## src/rtl/mef_pkg.sv

```systemverilog
// Shared types, register indexes and codes for the mouse event filter.
`timescale 1ns / 1ps
`default_nettype none

package mef_pkg;

    // Configuration register indexes
    localparam logic [2:0] CFG_FILTER_FLAGS   = 3'd0;
    localparam logic [2:0] CFG_INTEREST_MASK  = 3'd1;
    localparam logic [2:0] CFG_BLOCK_MASK     = 3'd2;
    localparam logic [2:0] CFG_INJECT_V_READY = 3'd3;
    localparam logic [2:0] CFG_INJECT_H_READY = 3'd4;
    localparam logic [2:0] CFG_RECENT_WINDOW  = 3'd5;

    localparam int CFG_INDEX_W = 3;
    localparam int CFG_DATA_W  = 16;

    localparam logic [15:0] RECENT_WINDOW_RESET = 16'd80;

    // Bit positions inside filter_flags
    localparam int FLAG_INTERCEPT = 0;
    localparam int FLAG_VINV      = 1;
    localparam int FLAG_HINV      = 2;
    localparam int FLAG_DEBUG     = 3;

    // Item kinds
    localparam logic [1:0] KIND_MOUSE  = 2'd0;
    localparam logic [1:0] KIND_MARK   = 2'd1;
    localparam logic [1:0] KIND_TAKE_V = 2'd2;
    localparam logic [1:0] KIND_TAKE_H = 2'd3;

    // Message types
    localparam logic [2:0] MSG_MOVE     = 3'd0;
    localparam logic [2:0] MSG_WHEEL    = 3'd1;
    localparam logic [2:0] MSG_HWHEEL   = 3'd2;
    localparam logic [2:0] MSG_XDOWN    = 3'd3;
    localparam logic [2:0] MSG_XUP      = 3'd4;
    localparam logic [2:0] MSG_MID_DOWN = 3'd5;
    localparam logic [2:0] MSG_MID_UP   = 3'd6;
    localparam logic [2:0] MSG_OTHER    = 3'd7;

    // Event codes
    localparam logic [3:0] EV_NONE         = 4'd0;
    localparam logic [3:0] EV_X1_DOWN      = 4'd1;
    localparam logic [3:0] EV_X1_UP        = 4'd2;
    localparam logic [3:0] EV_X2_DOWN      = 4'd3;
    localparam logic [3:0] EV_X2_UP        = 4'd4;
    localparam logic [3:0] EV_MID_DOWN     = 4'd5;
    localparam logic [3:0] EV_MID_UP       = 4'd6;
    localparam logic [3:0] EV_SCROLL_LEFT  = 4'd7;
    localparam logic [3:0] EV_SCROLL_RIGHT = 4'd8;

    // Injector wake codes
    localparam logic [1:0] WAKE_NONE = 2'd0;
    localparam logic [1:0] WAKE_V    = 2'd1;
    localparam logic [1:0] WAKE_H    = 2'd2;

    typedef struct packed {
        logic [1:0]  kind;
        logic [2:0]  message_type;
        logic [31:0] msg_data;
        logic [31:0] hook_flags;
        logic [63:0] opaque_word;
        logic [31:0] now_ms;
        logic        post_ok;
    } mef_item_t;

    typedef struct packed {
        logic               swallow;
        logic               report_valid;
        logic [3:0]         ev_code;
        logic               report_blocked;
        logic [2:0]         report_message;
        logic [31:0]        report_data;
        logic [31:0]        report_flags;
        logic [63:0]        report_extra;
        logic [1:0]         wake_injector;
        logic signed [31:0] pending_delta;
    } mef_result_t;

    typedef struct packed {
        logic [3:0]  filter_flags;
        logic [8:0]  report_mask;
        logic [8:0]  swallow_mask;
        logic        inject_v_ready;
        logic        inject_h_ready;
        logic [15:0] recent_window;
    } mef_cfg_t;

    typedef struct packed {
        logic [2:0]  held_presses;
        logic [31:0] pending_v;
        logic [31:0] pending_h;
        logic        v_posted;
        logic        h_posted;
        logic        mark_valid;
        logic [31:0] mark_time;
    } mef_state_t;

endpackage

`default_nettype wire

```

## src/rtl/mef_if.sv

```systemverilog
// Channel interfaces: mouse items in, filter results out, configuration writes.
`timescale 1ns / 1ps
`default_nettype none

interface mef_item_if;
    logic        valid;
    logic        ready;
    logic [1:0]  kind;
    logic [2:0]  message_type;
    logic [31:0] msg_data;
    logic [31:0] hook_flags;
    logic [63:0] opaque_word;
    logic [31:0] now_ms;
    logic        post_ok;

    modport source (output valid, kind, message_type, msg_data, hook_flags,
                    opaque_word, now_ms, post_ok, input ready);
    modport sink   (input valid, kind, message_type, msg_data, hook_flags,
                    opaque_word, now_ms, post_ok, output ready);
endinterface

interface mef_result_if;
    logic               valid;
    logic               ready;
    logic               swallow;
    logic               report_valid;
    logic [3:0]         ev_code;
    logic               report_blocked;
    logic [2:0]         report_message;
    logic [31:0]        report_data;
    logic [31:0]        report_flags;
    logic [63:0]        report_extra;
    logic [1:0]         wake_injector;
    logic signed [31:0] pending_delta;

    modport source (output valid, swallow, report_valid, ev_code, report_blocked,
                    report_message, report_data, report_flags, report_extra,
                    wake_injector, pending_delta, input ready);
    modport sink   (input valid, swallow, report_valid, ev_code, report_blocked,
                    report_message, report_data, report_flags, report_extra,
                    wake_injector, pending_delta, output ready);
endinterface

interface mef_cfg_if;
    logic        valid;
    logic        ready;
    logic [2:0]  index;
    logic [15:0] data;

    modport source (output valid, index, data, input ready);
    modport sink   (input valid, index, data, output ready);
endinterface

`default_nettype wire

```

## src/rtl/mef_cfg_regs.sv

```systemverilog
// Configuration register file of the mouse event filter.
`timescale 1ns / 1ps
`default_nettype none

module mef_cfg_regs (
    input  wire logic                          clk,
    input  wire logic                          rst_n,
    input  wire logic                          wr_en,
    input  wire logic [mef_pkg::CFG_INDEX_W-1:0] wr_index,
    input  wire logic [mef_pkg::CFG_DATA_W-1:0]  wr_data,
    output mef_pkg::mef_cfg_t                  cfg
);
    import mef_pkg::*;

    mef_cfg_t cfg_reg;
    mef_cfg_t cfg_next;

    // Decode the write onto the addressed register; drop writes beyond the list
    always_comb
    begin
        cfg_next = cfg_reg;
        if (wr_en)
        begin
            unique case (wr_index)
                CFG_FILTER_FLAGS:   cfg_next.filter_flags   = wr_data[3:0];
                CFG_INTEREST_MASK:  cfg_next.report_mask    = wr_data[8:0];
                CFG_BLOCK_MASK:     cfg_next.swallow_mask   = wr_data[8:0];
                CFG_INJECT_V_READY: cfg_next.inject_v_ready = wr_data[0];
                CFG_INJECT_H_READY: cfg_next.inject_h_ready = wr_data[0];
                CFG_RECENT_WINDOW:  cfg_next.recent_window  = wr_data[15:0];
                default:            cfg_next = cfg_reg;
            endcase
        end
    end

    always_ff @(posedge clk or negedge rst_n)
    begin
        if (!rst_n)
        begin
            cfg_reg.filter_flags   <= '0;
            cfg_reg.report_mask    <= '0;
            cfg_reg.swallow_mask   <= '0;
            cfg_reg.inject_v_ready <= 1'b0;
            cfg_reg.inject_h_ready <= 1'b0;
            cfg_reg.recent_window  <= RECENT_WINDOW_RESET;
        end
        else
        begin
            cfg_reg <= cfg_next;
        end
    end

    assign cfg = cfg_reg;

endmodule

`default_nettype wire

```

## src/rtl/mef_decide.sv

```systemverilog
// Single-pass decision logic: classify, swallow or pass, invert wheel, next state.
`timescale 1ns / 1ps
`default_nettype none

module mef_decide (
    input  wire mef_pkg::mef_item_t  item,
    input  wire mef_pkg::mef_cfg_t   cfg,
    input  wire mef_pkg::mef_state_t st,
    output mef_pkg::mef_result_t res,
    output mef_pkg::mef_state_t  st_next
);
    import mef_pkg::*;

    logic signed [15:0] delta16;
    logic [31:0]        delta32;
    logic [31:0]        elapsed;
    logic               recent;
    logic               is_vert;
    logic               is_scroll;
    logic               axis_ready;
    logic               axis_posted;
    logic               inv_ok;
    logic               intercept;
    logic               vinv;
    logic               hinv;
    logic               debug;
    logic               scroll_work;
    logic [3:0]         code;
    logic               block_hit;
    logic [3:0]         code_m1;
    logic [2:0]         held_bit;
    logic               is_press;
    logic               is_release;
    logic               do_invert;
    logic               do_report;
    logic [3:0]         rep_code;
    logic               rep_blk;

    // Flags and wheel delta
    assign intercept = cfg.filter_flags[FLAG_INTERCEPT];
    assign vinv      = cfg.filter_flags[FLAG_VINV];
    assign hinv      = cfg.filter_flags[FLAG_HINV];
    assign debug     = cfg.filter_flags[FLAG_DEBUG];
    assign delta16   = item.msg_data[31:16];
    assign delta32   = {{16{delta16[15]}}, delta16};

    // Recent-wheel window test, wrapping tick difference
    assign elapsed = item.now_ms - st.mark_time;
    assign recent  = st.mark_valid && (elapsed <= {16'd0, cfg.recent_window});

    // Axis selection for inversion
    assign is_vert     = (item.message_type == MSG_WHEEL);
    assign is_scroll   = is_vert || (item.message_type == MSG_HWHEEL);
    assign axis_ready  = is_vert ? cfg.inject_v_ready : cfg.inject_h_ready;
    assign axis_posted = is_vert ? st.v_posted : st.h_posted;
    assign inv_ok      = (delta16 != 16'sd0) && axis_ready && (axis_posted || item.post_ok);
    assign scroll_work = vinv || hinv ||
                         (intercept && (cfg.report_mask[8:7] != 2'b00));

    // Classify the message into an event code
    always_comb
    begin
        unique case (item.message_type)
            MSG_XDOWN:
                code = (delta16 == 16'sd1) ? EV_X1_DOWN :
                       (delta16 == 16'sd2) ? EV_X2_DOWN : EV_NONE;
            MSG_XUP:
                code = (delta16 == 16'sd1) ? EV_X1_UP :
                       (delta16 == 16'sd2) ? EV_X2_UP : EV_NONE;
            MSG_MID_DOWN: code = EV_MID_DOWN;
            MSG_MID_UP:   code = EV_MID_UP;
            MSG_HWHEEL:
                code = (delta16 > 16'sd0) ? EV_SCROLL_LEFT :
                       (delta16 < 16'sd0) ? EV_SCROLL_RIGHT : EV_NONE;
            MSG_MOVE, MSG_WHEEL, MSG_OTHER: code = EV_NONE;
            default:      code = EV_NONE;
        endcase
    end

    assign block_hit  = (code != EV_NONE) && cfg.swallow_mask[code];
    assign code_m1    = code - 4'd1;
    assign held_bit   = 3'(3'b001 << code_m1[2:1]);
    assign is_press   = (code == EV_X1_DOWN) || (code == EV_X2_DOWN) || (code == EV_MID_DOWN);
    assign is_release = (code == EV_X1_UP) || (code == EV_X2_UP) || (code == EV_MID_UP);

    // Decide the fate of the transaction and the next state
    always_comb
    begin
        st_next   = st;
        res       = '0;
        do_invert = 1'b0;
        do_report = 1'b0;
        rep_code  = EV_NONE;
        rep_blk   = 1'b0;

        unique case (item.kind)
            KIND_MARK:
            begin
                st_next.mark_valid = 1'b1;
                st_next.mark_time  = item.now_ms;
            end
            KIND_TAKE_V:
            begin
                res.pending_delta = signed'(st.pending_v);
                st_next.pending_v = '0;
                st_next.v_posted  = 1'b0;
            end
            KIND_TAKE_H:
            begin
                res.pending_delta = signed'(st.pending_h);
                st_next.pending_h = '0;
                st_next.h_posted  = 1'b0;
            end
            KIND_MOUSE:
            begin
                if ((item.message_type == MSG_MOVE) ||
                    (is_scroll && !scroll_work && !debug) ||
                    item.hook_flags[0])
                begin
                    // pass silently
                end
                else if (!intercept)
                begin
                    if (((is_vert && vinv) || (item.message_type == MSG_HWHEEL && hinv)) &&
                        recent && inv_ok)
                        do_invert = 1'b1;
                    else
                        do_report = debug;
                end
                else if (is_vert)
                begin
                    if (vinv && recent && inv_ok)
                        do_invert = 1'b1;
                    else
                        do_report = debug;
                end
                else if ((item.message_type == MSG_HWHEEL) && !block_hit && hinv &&
                         recent && inv_ok)
                begin
                    do_invert = 1'b1;
                end
                else if (code == EV_NONE)
                begin
                    do_report = debug;
                end
                else
                begin
                    // Pair a swallowed release with its swallowed press
                    if (is_press)
                    begin
                        if (block_hit)
                            st_next.held_presses = st.held_presses | held_bit;
                        rep_blk = block_hit;
                    end
                    else if (is_release)
                    begin
                        st_next.held_presses = st.held_presses & ~held_bit;
                        rep_blk = block_hit && ((st.held_presses & held_bit) != 3'b000);
                    end
                    else
                    begin
                        rep_blk = block_hit;
                    end
                    rep_code    = code;
                    do_report   = cfg.report_mask[code] || debug;
                    res.swallow = rep_blk;
                end
            end
            default:
            begin
                st_next = st;
            end
        endcase

        // Fold the negated delta into the axis sum, wake the injector once
        if (do_invert)
        begin
            res.swallow = 1'b1;
            if (is_vert)
            begin
                st_next.pending_v = st.pending_v - delta32;
                if (!st.v_posted)
                begin
                    st_next.v_posted  = 1'b1;
                    res.wake_injector = WAKE_V;
                end
            end
            else
            begin
                st_next.pending_h = st.pending_h - delta32;
                if (!st.h_posted)
                begin
                    st_next.h_posted  = 1'b1;
                    res.wake_injector = WAKE_H;
                end
            end
        end

        // Build the event report
        if (do_report)
        begin
            res.report_valid   = 1'b1;
            res.ev_code        = rep_code;
            res.report_blocked = rep_blk;
            res.report_message = item.message_type;
            res.report_data    = item.msg_data;
            res.report_flags   = item.hook_flags;
            res.report_extra   = item.opaque_word;
        end
    end

endmodule

`default_nettype wire

```

## src/rtl/mouse_event_filter.sv

```systemverilog
// Top level of the mouse event filter: input register, decision, result register.
//
//   channel | role  | moves
//   --------+-------+-----------------------------------------------
//   mouse   | sink  | one item: kind, message, data, flags, tick
//   result  | source| one result: swallow, report, wake, pending sum
//   cfg     | sink  | one register write: index, data
//
// A result is valid once the result register has loaded it: the item sits in the
// input register while the decision logic works on it, and the result
// register loads when the result channel is free. One item a cycle is sustained
// while results are not stalled; the state registers update as an item moves into
// the result register, so the next item sees them at once.
// A stalled result holds the result register; the input register still takes
// one more item. Reset clears state and both valids and resets the configuration.
`timescale 1ns / 1ps
`default_nettype none

module mouse_event_filter (
    input wire logic     clk,
    input wire logic     rst_n,
    mef_item_if.sink     mouse,
    mef_result_if.source result,
    mef_cfg_if.sink      cfg
);
    import mef_pkg::*;

    mef_cfg_t    cfg_vals;
    mef_item_t   in_data_reg;
    logic        in_valid_reg;
    mef_state_t  st_reg;
    mef_state_t  st_next;
    mef_result_t res_next;
    mef_result_t out_data_reg;
    logic        out_valid_reg;
    logic        advance;
    logic        mouse_fire;

    // Configuration registers
    assign cfg.ready = 1'b1;

    mef_cfg_regs u_cfg_regs (
        .clk      (clk),
        .rst_n    (rst_n),
        .wr_en    (cfg.valid),
        .wr_index (cfg.index),
        .wr_data  (cfg.data),
        .cfg      (cfg_vals)
    );

    // Handshake control
    assign advance    = in_valid_reg && (!out_valid_reg || result.ready);
    assign mouse.ready = !in_valid_reg || advance;
    assign mouse_fire = mouse.valid && mouse.ready;

    // Input register
    always_ff @(posedge clk or negedge rst_n)
    begin
        if (!rst_n)
            in_valid_reg <= 1'b0;
        else if (mouse.ready)
            in_valid_reg <= mouse.valid;
    end

    always_ff @(posedge clk)
    begin
        if (mouse_fire)
        begin
            in_data_reg.kind         <= mouse.kind;
            in_data_reg.message_type <= mouse.message_type;
            in_data_reg.msg_data     <= mouse.msg_data;
            in_data_reg.hook_flags   <= mouse.hook_flags;
            in_data_reg.opaque_word  <= mouse.opaque_word;
            in_data_reg.now_ms       <= mouse.now_ms;
            in_data_reg.post_ok      <= mouse.post_ok;
        end
    end

    // Decision logic
    mef_decide u_decide (
        .item    (in_data_reg),
        .cfg     (cfg_vals),
        .st      (st_reg),
        .res     (res_next),
        .st_next (st_next)
    );

    // Filter state, updated as each transaction is decided
    always_ff @(posedge clk or negedge rst_n)
    begin
        if (!rst_n)
            st_reg <= '0;
        else if (advance)
            st_reg <= st_next;
    end

    // Result register
    always_ff @(posedge clk or negedge rst_n)
    begin
        if (!rst_n)
            out_valid_reg <= 1'b0;
        else if (advance)
            out_valid_reg <= 1'b1;
        else if (result.ready)
            out_valid_reg <= 1'b0;
    end

    always_ff @(posedge clk)
    begin
        if (advance)
            out_data_reg <= res_next;
    end

    assign result.valid          = out_valid_reg;
    assign result.swallow        = out_data_reg.swallow;
    assign result.report_valid   = out_data_reg.report_valid;
    assign result.ev_code        = out_data_reg.ev_code;
    assign result.report_blocked = out_data_reg.report_blocked;
    assign result.report_message = out_data_reg.report_message;
    assign result.report_data    = out_data_reg.report_data;
    assign result.report_flags   = out_data_reg.report_flags;
    assign result.report_extra   = out_data_reg.report_extra;
    assign result.wake_injector  = out_data_reg.wake_injector;
    assign result.pending_delta  = out_data_reg.pending_delta;

endmodule

`default_nettype wire

```

## src/flat_wrapper.sv

```systemverilog
// flat-port wrapper written by rule: the top's interface ports become plain ports
module mouse_event_filter_flat import mef_pkg::*;
  (clk, rst_n, mouse_valid, mouse_kind, mouse_message_type, mouse_msg_data, mouse_hook_flags, mouse_opaque_word, mouse_now_ms, mouse_post_ok, mouse_ready, result_valid, result_swallow, result_report_valid, result_ev_code, result_report_blocked, result_report_message, result_report_data, result_report_flags, result_report_extra, result_wake_injector, result_pending_delta, result_ready, cfg_valid, cfg_index, cfg_data, cfg_ready);
  mef_item_if mouse_i ();
  mef_result_if result_i ();
  mef_cfg_if cfg_i ();
  input wire logic clk;
  input wire logic rst_n;
  input wire logic [$bits(mouse_i.valid)-1:0] mouse_valid;
  input wire logic [$bits(mouse_i.kind)-1:0] mouse_kind;
  input wire logic [$bits(mouse_i.message_type)-1:0] mouse_message_type;
  input wire logic [$bits(mouse_i.msg_data)-1:0] mouse_msg_data;
  input wire logic [$bits(mouse_i.hook_flags)-1:0] mouse_hook_flags;
  input wire logic [$bits(mouse_i.opaque_word)-1:0] mouse_opaque_word;
  input wire logic [$bits(mouse_i.now_ms)-1:0] mouse_now_ms;
  input wire logic [$bits(mouse_i.post_ok)-1:0] mouse_post_ok;
  output wire logic [$bits(mouse_i.ready)-1:0] mouse_ready;
  output wire logic [$bits(result_i.valid)-1:0] result_valid;
  output wire logic [$bits(result_i.swallow)-1:0] result_swallow;
  output wire logic [$bits(result_i.report_valid)-1:0] result_report_valid;
  output wire logic [$bits(result_i.ev_code)-1:0] result_ev_code;
  output wire logic [$bits(result_i.report_blocked)-1:0] result_report_blocked;
  output wire logic [$bits(result_i.report_message)-1:0] result_report_message;
  output wire logic [$bits(result_i.report_data)-1:0] result_report_data;
  output wire logic [$bits(result_i.report_flags)-1:0] result_report_flags;
  output wire logic [$bits(result_i.report_extra)-1:0] result_report_extra;
  output wire logic [$bits(result_i.wake_injector)-1:0] result_wake_injector;
  output wire logic [$bits(result_i.pending_delta)-1:0] result_pending_delta;
  input wire logic [$bits(result_i.ready)-1:0] result_ready;
  input wire logic [$bits(cfg_i.valid)-1:0] cfg_valid;
  input wire logic [$bits(cfg_i.index)-1:0] cfg_index;
  input wire logic [$bits(cfg_i.data)-1:0] cfg_data;
  output wire logic [$bits(cfg_i.ready)-1:0] cfg_ready;
  assign mouse_i.valid = mouse_valid;
  assign mouse_i.kind = mouse_kind;
  assign mouse_i.message_type = mouse_message_type;
  assign mouse_i.msg_data = mouse_msg_data;
  assign mouse_i.hook_flags = mouse_hook_flags;
  assign mouse_i.opaque_word = mouse_opaque_word;
  assign mouse_i.now_ms = mouse_now_ms;
  assign mouse_i.post_ok = mouse_post_ok;
  assign mouse_ready = mouse_i.ready;
  assign result_valid = result_i.valid;
  assign result_swallow = result_i.swallow;
  assign result_report_valid = result_i.report_valid;
  assign result_ev_code = result_i.ev_code;
  assign result_report_blocked = result_i.report_blocked;
  assign result_report_message = result_i.report_message;
  assign result_report_data = result_i.report_data;
  assign result_report_flags = result_i.report_flags;
  assign result_report_extra = result_i.report_extra;
  assign result_wake_injector = result_i.wake_injector;
  assign result_pending_delta = result_i.pending_delta;
  assign result_i.ready = result_ready;
  assign cfg_i.valid = cfg_valid;
  assign cfg_i.index = cfg_index;
  assign cfg_i.data = cfg_data;
  assign cfg_ready = cfg_i.ready;
  mouse_event_filter u_core (.clk(clk), .rst_n(rst_n), .mouse(mouse_i), .result(result_i), .cfg(cfg_i));
endmodule
```

## config.mk

```make
export PLATFORM = sky130hd
export DESIGN_NAME = mouse_event_filter_flat
export DESIGN_NICKNAME = d
export VERILOG_FILES = /design/src/rtl/mef_pkg.sv /design/src/rtl/mef_if.sv /design/src/rtl/mef_cfg_regs.sv /design/src/rtl/mef_decide.sv /design/src/rtl/mouse_event_filter.sv /design/src/flat_wrapper.sv
export SDC_FILE = /design/constraint.sdc
export NUM_CORES = 1
export LEC_CHECK = 0
export BUFFER_PORTS_ARGS = -buffer_cell sky130_fd_sc_hd__buf_2
export CORE_ASPECT_RATIO = 0.5
export CORE_MARGIN = 2
export CORE_UTILIZATION = 30
export CTS_CLUSTER_SIZE = 16
export DETAILED_ROUTE_END_ITERATION = 10
export GPL_TIMING_DRIVEN = 0
export SYNTH_ARGS = -nofsm -noshare
export SYNTH_HDL_FRONTEND = slang
export SYNTH_SLANG_ARGS = --single-unit
export TNS_END_PERCENT = 10
```

## constraint.sdc

```tcl
create_clock -name clk -period 18.4 [get_ports clk]
set_input_delay 0.92 -clock clk [delete_from_list [all_inputs] [get_ports clk]]
set_output_delay 0.92 -clock clk [all_outputs]
set_load 0.03 [all_outputs]
```

# --- Word level (Yosys, flattened, before mapping) ---
# Cells that the tools add are included.
totals:
  wordCells: 198
  inputBits: 190
  ff_bits: 482
  out_inout_bits: 175
op_classes:
  eq_ne: 24
  reduce_logical: 59
  shifts: 1
  bitwise: 11
  n_lt_le_gt_ge: 4
  n_mux: 63
  add_sub_neg: 4
op_table:
  columns: ["operator", "n"]
  rows:
  - ["137-bit 2-to-1 mux", 1]
  - ["32-bit 2-to-1 mux", 4]
  - ["32-bit subtractor", 3]
  - ["66-bit 2-to-1 mux", 1]
  - ["32-bit one-hot mux with 2 select lines", 1]
  - ["1-bit 2-to-1 mux", 36]
  - ["32-bit by 16-bit less-or-equal comparator with 1-bit output", 1]
  - ["4-bit 2-to-1 mux", 8]
  - ["4-bit one-hot mux with 6 select lines", 1]
  - ["1-bit logical AND", 20]
  - ["3-bit equality test, second input constant", 6]
  - ["16-bit by 2-bit equality test with 1-bit output, second input constant", 1]
  - ["16-bit by 3-bit equality test with 1-bit output, second input constant", 1]
  - ["16-bit by 1-bit greater-than comparator with 1-bit output, second input constant", 1]
  - ["16-bit by 1-bit < comparator with 1-bit output, second input constant", 1]
  - ["16-bit nonzero test", 1]
  - ["3-bit 2-to-1 mux", 5]
  - ["1-bit logical OR", 14]
  - ["2-bit AND reduction", 7]
  - ["3-bit by 2-bit equality test with 1-bit output, second input constant", 4]
  - ["4-bit by 3-bit equality test with 1-bit output, second input constant", 3]
  - ["9-bit AND reduction", 1]
  - ["1-bit binary-select mux with 4-bit select", 2]
  - ["4-bit by 2-bit equality test with 1-bit output, second input constant", 2]
  - ["22 further kinds", 41]

# --- Depth between registers and ports, before layout ---
# Gate-level depths: netlist of the first run.
logic_depth:
  ltp_word: 19
  ltp_mapped: 24
  ltp_nobuf: 22

# --- Hierarchy ---
# From an unflattened synthesis of the first run, not the netlist that was laid out.
unflattened:
  hier_cells: 2086
  hier_area_um2: 25353.1
modules_own_cells:
  columns: ["mod", "cells_each", "n_inst", "area_each_um2"]
  rows:
  - ["mouse_event_filter", 564, 1, 14391.3]
  - ["mef_decide", 1433, 1, 9273.9]
  - ["mef_cfg_regs", 89, 1, 1687.9]

# --- Least setup slack after synthesis of the first run ---
# No wires, ideal clock.
synth_timing:
  path_kind: "input to register"
  start: "in result_ready"
  end: "reg u_core.st_reg[10] in the netlist's numbering"
  stages: 6
  slack_ns: 11.341
  setup_ns: 0.125
  t_required_ns: 18.275
  arrival_time_ns: 6.934
  path_cell_list: "nand2b_1 nand2_1 clkinv_1 nand3b_1 clkbuf_1 mux2_2"
synth_via:
  elab_chain_cells: 3
synth_rtl:
  columns: ["item", "line_no", "text"]
  rows:
  - ["start: declaration", "flat_wrapper.sv:29", "input wire logic [$bits(result_i.ready)-1:0] result_ready;"]
  - ["1-bit logical OR", "mouse_event_filter.sv:52", "assign advance = in_valid_reg && (!out_valid_reg || result.ready);"]
  - ["1-bit logical AND", "mouse_event_filter.sv:52", null]
  - ["via u_core.advance", "mouse_event_filter.sv:36", "logic advance;"]
  - ["2-bit AND reduction (no line)", null, null]
  - ["end signal: assignment", "mouse_event_filter.sv:94", "st_reg <= st_next;"]
  - ["end: declaration", "mouse_event_filter.sv:31", "mef_state_t st_reg;"]
# The timed path passes the listed nets, and every way through them passes these cells.
# A chain may end at the register's enable or synchronous reset.

# --- Worst setup path in the final report of the first run ---
layout_timing:
  start: "reg u_core.in_data_reg[1] in the netlist's numbering"
  end: "reg u_core.out_data_reg, in the netlist u_core.result.report_data[25], data pin"
layout_via:
  elab_chain_cells: 10
  elab_cells_between_ends: 16
  classes_between: "add/sub: 1; order compare: 1; mux: 7; reduce/logical: 7"
layout_rtl:
  columns: ["item", "line_no", "text"]
  rows:
  - ["start: declaration", "mouse_event_filter.sv:29", "mef_item_t in_data_reg;"]
  - ["32-bit subtractor (*)", "mef_decide.sv:48", "assign elapsed = item.now_ms - st.mark_time;"]
  - ["32-bit by 16-bit less-or-equal comparator with 1-bit output (*)", "mef_decide.sv:49", "assign recent = st.mark_valid && (elapsed <= {16'd0, cfg.recent_window});"]
  - ["1-bit logical AND (*)", "mef_decide.sv:49", null]
  - ["1-bit logical AND (on tied branches)", "mef_decide.sv:137, mef_decide.sv:132", null]
  - ["1-bit logical AND (on tied branches)", "mef_decide.sv:138, mef_decide.sv:132", null]
  - ["1-bit 2-to-1 mux (on tied branches)", "mef_decide.sv:137, mef_decide.sv:132", null]
  - ["1-bit 2-to-1 mux", "mef_decide.sv:130", "else if (is_vert)"]
  - ["1-bit 2-to-1 mux (*)", "mef_decide.sv:122", "else if (!intercept)"]
  - ["1-bit 2-to-1 mux (*)", "mef_decide.sv:116", "if ((item.message_type == MSG_MOVE) ||"]
  - ["1-bit 2-to-1 mux (*)", "mef_decide.sv:96", "unique case (item.kind)"]
  - ["end signal: assignment", "mouse_event_filter.sv:111", "out_data_reg <= res_next;"]
  - ["end: declaration", "mouse_event_filter.sv:34", "mef_result_t out_data_reg;"]
# Every way passes the cells marked *; elsewhere a longest branch is shown, timed or not.

==> results by group, run 1 <==
STA
  • Tcrit/Tclk final: ~36%
  • Fmax: around 150 MHz
  • Final setup fails: 0
  • Final Hold Fails: 0
  • Max_slew headroom: between 30% and 40%
  • Measured slew at the worst slew-check pin: approximately 1.0 ns
  • Post-route worst setup slack: 11.76 ns
  • Setup TNS: 0 ns
  • Tmin final: roughly 6.6 ns
  • Min Hold Slack: ~0.17 ns
  • RSZ-0062 raised after global routing: false
  • Final Skew: ~0.042 ns
  • Final Max Slew Viols: 0

Route
  • Drt drc: 0
  • Initial DRC count: approximately 1100
  • DR WL/cell: approximately 18 um
  • Via/cell ratio: 4.70
  • DRT Pass-1 Iters: 5
  • Total number of vias: 15900
  • Detail Route Antenna Nets: 0
  • Post-Route WL: approximately 61000 um

Floorplanning
  • Starting Density: 30.3%
  • I/O pins: about 370
  • Core Area: 77400 sq um
  • Die Y-Extent: roughly 200 um
  • Total die area: slightly above 80000 sq um
  • DIE WIDTH: 400 um
  • FP Rows: 72

Global route
  • Initial antenna violation count: 7
  • Gr usage total: between 10% and 20%
  • First-pass GRT wire length: slightly above 90000 um
  • Vias in the first global route: ~16000
  • Largest net degree at the start of global routing: approximately 110
  • Grt ovf: 0

Clock network
  • Reg clk slew, reported paths: roughly 0.06 ns
  • CTS tree: yes
  • Worst skew pair latency: 0.63 ns
  • Clock sinks: approximately 480
  • Num CTS Buffers: between 40 and 50
  • Post CTS Setup Buffer Count: 0
  • Cts repair resizes: 0
  • Deepest clock path buffer count: 3
  • H-tree depth: 2
  • Hold_buf cts: 0
  • CTS Root Cell: clkbuf_16

Power and ir drop
  • Leakage dissipation: around 12 nW
  • Tot Pwr: just under 3 mW
  • Psw: slightly below 0.9 mW
  • Peak VDD IR: ~0.068 mV
  • Pint: 2.08 mW
  • Power density cells: 104 nW/um^2
  • Switching share of power: approximately 30%
  • Clock power frac: 34.2%
  • Gate power share: about a fifth
  • Sequential power share: ~45%

Logic synthesis
  • Synth Flop Type: edfxtp_1
  • Synth warn: 0
  • Synth area leaders: edfxtp_1, dfrtp_1, ha_1
  • Post-synth ARST share: between 20 and 30%
  • Sequential area share after synthesis: between 50% and 60%
  • Top-count cell post-synth: edfxtp_1
  • Cell accounting for the most synthesized area: edfxtp_1
  • FF+latch count, synth: approximately 480
  • Post-synth top cells: edfxtp_1, dfrtp_1, and2_1, nand2_1, ha_1
  • Syn Nets: 2192
  • Post-synth EDFFs: 338
  • Synthesized area per cell: roughly 12 sq um
  • Synthesized area: between 20000 and 25000 sq um
  • Synth unique cells: between 80 and 90
  • Post-synth top area share: between 40 and 50%
  • Synth Instances: 1886

Worst hold path
  • Worst Hold Class: input pin to asynchronous set/reset pin

Worst setup path
  • Critical-path maximum fanout: 10
  • CP Class: register to register
  • Worst path required time: between 15 and 20 ns
  • Crit path launch type: register
  • Crit path capture type: register
  • CP Data Arrival Time: a little under 7 ns

Layout
  • # nets final: around 2600
  • FF/Latch Area: between 10000 and 15000 sq um
  • Area of the multi-input gates: around 9000 sq um
  • Fill cells: between 7000 and 8000
  • Layout area overhead: 20.7%
  • Proportion of layout cells with a drive suffix above 1: a little under a quarter
  • Max reg flops: roughly 170

Placed design
  • Gpl congestion: about 0.9
  • Place WS: 11.79 ns
  • Final HPWL DP: about 46000 um
  • Port Buf Inserts: approximately 360

Status
  • Status: finished clean

Job
  • Max-cap check violation count: 0
-- through the flow --
stage          util, %  std cells  cell area [sq um]
6_report          36.6       3380              28300
4_1_cts           36.6       3378              28300
5_1_grt           36.6       3380              28300
3_3_place_gp      34.3       3285              26600
3_5_place_dp      34.5       3290              26700
2_1_floorplan        -       1886              23500
-- kinds of logic after synthesis --
group                      count (synthesis)  share of synthesized area [%]
muxes                                    150                           6.80
buffers and inverters                    151                           2.90
other                                      2                         0.0320
adders and majority gates                116                           6.28
DFF                                      482                           58.6
AOI/OAI and AO/OA                        349                           9.82
and+or+nand+nor                          562                           12.8
xor gates and xnor gates                  74                           2.76
-- metal layers --
metal  track usage (%)  vias to the layer above  part of all wire, %
met5                 0                        -                    0
met4              4.58                        0                  2.6
met3              2.35                       99                  3.7
met2              27.2                      270                   53
met1              18.0                     7755                   41
li1                  -                     7758                    -
-- power groups by stage --
stage	combinational, mW	clock, mW	sequential [mW]
floorplan	0.387	0	1.40
global placement	0.614	0	1.35
detailed placement	0.630	0	1.33
CTS	0.633	1.04	1.31
global route	0.698	1.08	1.32
finish	0.628	1.01	1.31
-- placed cells by master, fill, tap and decap left out, drive strengths merged, types with 76 or more instances in the layout --
cell and count:
mux2 76, ha 113, edfxtp 338, buf 395
nor2 79, a21oi 84, dfrtp 142, clkbuf 93
o21ai 98, and2 126, nand2 124, inv 90
-- path summary, 6_finish.rpt --
kind	startpoint	endpoint	slack (ns)	cells after the start
worst min register to register	u_core.in_data_reg[17]	u_core.st_reg[16]	0.49	1
worst min-delay path	rst_n	u_core.u_cfg_regs.cfg[12]	0.17	1
min in group clk	mouse_msg_data[17]	u_core.in_data_reg[146]	0.46	1
worst max register to register	u_core.in_data_reg[1]	u_core.result.report_data[25]	11.76	22
max in group asynchronous	rst_n	u_core.st_reg[24]	17.37	2
worst max-delay path	u_core.in_data_reg[1]	u_core.result.report_data[25]	11.76	22
-- area by class of cell --
type / instances / share of cell area (%)
Antenna cell: 2 / 0.0177
Buffer: 62 / 1.22
Clock buffer: 58 / 4.44
Clock inverter: 30 / 1.16
Inverter: 89 / 1.20
Multi-Input combinational cell: 1253 / 31.9
Sequential cell: 482 / 48.6
Tap cell: 1036 / 4.58
Timing Repair Buffer: 368 / 6.94
-- critical path, stage by stage (launching register included) --
cell and delay [ns]:
edfxtp_1 0.35, inv_1 0.06, ha_1 0.21, fa_1 0.41, nor2b_1 0.22, o31ai_2 0.15
a311oi_1 0.37, a31oi_1 0.10, and2_1 0.18, xnor2_1 0.16, ha_1 0.29, a21oi_1 0.16
nand2_1 0.07, a22oi_1 0.18, or4b_2 0.59, o21ai_0 0.22, nand4b_1 0.16, or4_1 0.43
nor4_1 0.30, nand4b_1 0.33, a221oi_4 0.64, clkbuf_1 0.55, nor2_1 0.19
Power figures use the tool's default switching activity.
==> run 2: changes to the inputs <==
==> constraint.sdc (replaced) <==
create_clock -name clk -period 5.8 [get_ports clk]
set_input_delay 0.29 -clock clk [delete_from_list [all_inputs] [get_ports clk]]
set_output_delay 0.29 -clock clk [all_outputs]
set_load 0.03 [all_outputs]
==> run 2 against run 1 <==
Against the previous run:
- die area did not move
- utilization rose by 2.6 points
- sequential cell count did not move
- combinational power rose to 3.5 times the previous value
- critical path depth rose by 3
- sequential share of layout area fell by 3.2 points
- via count rose by 4.4%
==> results by group, run 2 (same netlist as run 1, synthesis figures left out) <==
Power and ir drop
  • Tot Pwr: between 9 and 10 mW
  • Clock power frac: between 30% and 40%
  • Sequential power share: 44.2%
  • Psw: between 2 and 3 mW
  • Leakage dissipation: 13.0 nW
  • Power density cells: between 300 and 400 nW/um^2
  • Switching share of power: between 20% and 30%
  • Peak VDD IR: approximately 0.22 mV
  • Pint: around 6.6 mW
  • Gate power share: between 20% and 30%

Clock network
  • Num CTS Buffers: 47
  • H-tree depth: 2
  • Deepest clock path buffer count: 3
  • CTS Root Cell: clkbuf_16
  • CTS tree: yes
  • Worst skew pair latency: ~0.61 ns
  • Clock sinks: around 480
  • Reg clk slew, reported paths: roughly 0.07 ns

STA
  • Measured slew at the worst slew-check pin: between 0.9 and 1 ns
  • Min Hold Slack: 0.0782 ns
  • Fmax: between 150 and 200 MHz
  • Max_slew headroom: between 30 and 40%
  • Final setup fails: 0
  • Tcrit/Tclk final: a little over nine tenths
  • Final Max Slew Viols: 0
  • Final Skew: between 0.03 and 0.04 ns
  • Final Hold Fails: 0
  • Tmin final: ~5.6 ns

Global route
  • First-pass GRT wire length: between 90000 and 100000 um
  • Initial antenna violation count: 1
  • Grt ovf: 0
  • Vias in the first global route: between 15000 and 20000
  • Largest net degree at the start of global routing: around 130
  • Gr usage total: about 15%

Worst hold path
  • Worst Hold Class: input pin to register

Floorplanning
  • FP Rows: 72
  • Core Area: around 77000 sq um
  • Starting Density: 30.3%
  • Die Y-Extent: 202 um
  • Total die area: just over 80000 sq um
  • I/O pins: ~370
  • DIE WIDTH: 400 um

Route
  • Routed wl met2: 31700 um
  • Met1 WL: between 20000 and 30000 um
  • Detail Route Antenna Nets: 0
  • Drt drc: 0
  • Via/cell ratio: ~4.6
  • Uppermost routed layer: met4
  • Post-Route WL: 61400 um
  • WL met3: about 1800 um
  • Total number of vias: 16600
  • Initial DRC count: roughly 1000
  • DR WL/cell: between 15 and 20 um
  • DRT Pass-1 Iters: 5

Worst setup path
  • Crit path launch type: register
  • CP Data Arrival Time: 5.90 ns
  • Crit path capture type: register
  • Worst path required time: approximately 6.1 ns
  • CP Class: register to register
  • Critical-path maximum fanout: 10

Layout
  • Final Util: 39.2%
  • Proportion of layout cells with a drive suffix above 1: a little under a quarter
  • Fill cells: about 7400
  • Max reg flops: approximately 170
  • Inserted Diodes: 0
  • Layout area overhead: 29.3%
  • Most common cell after layout, fill and taps aside: buf_2
  • Layout Cells excl Fill: ~3600
  • # nets final: ~2800
  • Most frequent cells in the layout: buf_2, edfxtp_1, dlygate4sd3_1

Placed design
  • Placed Cells incl. Taps: between 3000 and 4000
  • Port Buf Inserts: approximately 360
  • Final HPWL DP: 44800 um
  • Gpl congestion: 0.889

Job
  • Max-cap check violation count: 0

Status
  • Status: finished clean
[run 2: power by group through the flow]
stage	clock [mW]	combinational, mW	sequential [mW]
3_3_place_gp	0	1.95	4.25
3_5_place_dp	0	2.00	4.23
2_1_floorplan	0	1.23	4.42
4_1_cts	3.15	2.18	4.16
5_1_grt	3.30	2.41	4.19
6_report	3.05	2.19	4.16
[run 2: path summary, 6_finish.rpt]
| kind | from | to | slack [ns] | cells past startpoint |
|---|---|---|---|---|
| hold reg to reg | u_core.in_valid_reg | u_core.result.valid | 0.49 | 1 |
| min in group asynchronous | rst_n | u_core.u_cfg_regs.cfg[10] | 0.14 | 2 |
| setup / recovery | u_core.st_reg[0] | u_core.result.report_extra[61] | 0.22 | 25 |
| hold / removal | cfg_valid | u_core.u_cfg_regs.cfg[17] | 0.08 | 3 |
| max in group asynchronous | rst_n | u_core.st_reg[69] | 4.75 | 3 |
| setup reg to reg | u_core.st_reg[0] | u_core.result.report_extra[61] | 0.22 | 25 |
[run 2: cell type report]
cell class	instances	area (sq um)	share of cell area [%]
clock buffer	69	1320	4.35
sequential	482	13800	45.4
inverter	89	347	1.14
timing repair buffer	566	3940	13.0
clock inverter	16	170	0.561
buffer	62	352	1.16
multi-input combinational	1253	9150	30.2
tap	1036	1300	4.27
[run 2: metrics by stage]
| step | setup slack [ns] | instance area (sq um) | setup TNS [ns] |
|---|---|---|---|
| 2_1_floorplan | 0.545 | 23500 | 0 |
| 3_3_place_gp | -1.40 | 26600 | -353.87 |
| 3_5_place_dp | -0.762 | 26700 | -98.47 |
| 4_1_cts | 0.145 | 30200 | 0 |
| 5_1_grt | -0.00192 | 30300 | -0.00192 |
| 6_report | 0.224 | 30300 | 0 |
[run 2: timing repair]
action,CTS,global route
setup buffers,6,5
pin swaps,8,12
resized for setup,24,9
endpoints found under the setup margin,204,144
hold buffers,186,0
hold endpoints to repair,241,0
[run 2: routing by layer]
layer | GRT usage [%] | up-vias
met5 | 0 | -
li1 | - | 8147
met1 | 17.9 | 8071
met4 | 5.76 | 0
met2 | 26.9 | 254
met3 | 2.28 | 110
[run 2: critical path, cell delays in order, from the launching register on]
cell      delay, ns
dfrtp_1        0.39
ha_2           0.21
fa_2           0.43
nor2b_4        0.15
o31ai_4        0.09
a311oi_2       0.28
a31oi_1        0.09
and2_1         0.17
xnor2_1        0.12
ha_1           0.34
a21oi_1        0.15
nand2_1        0.08
a22oi_1        0.17
or4b_4         0.49
o21ai_4        0.10
nand4b_1       0.13
or4_4          0.45
nor4_4         0.17
nand4b_1       0.12
buf_4          0.17
a221oi_4       0.28
buf_6          0.15
inv_2          0.04
buf_6          0.16
buf_6          0.15
and2_1         0.19
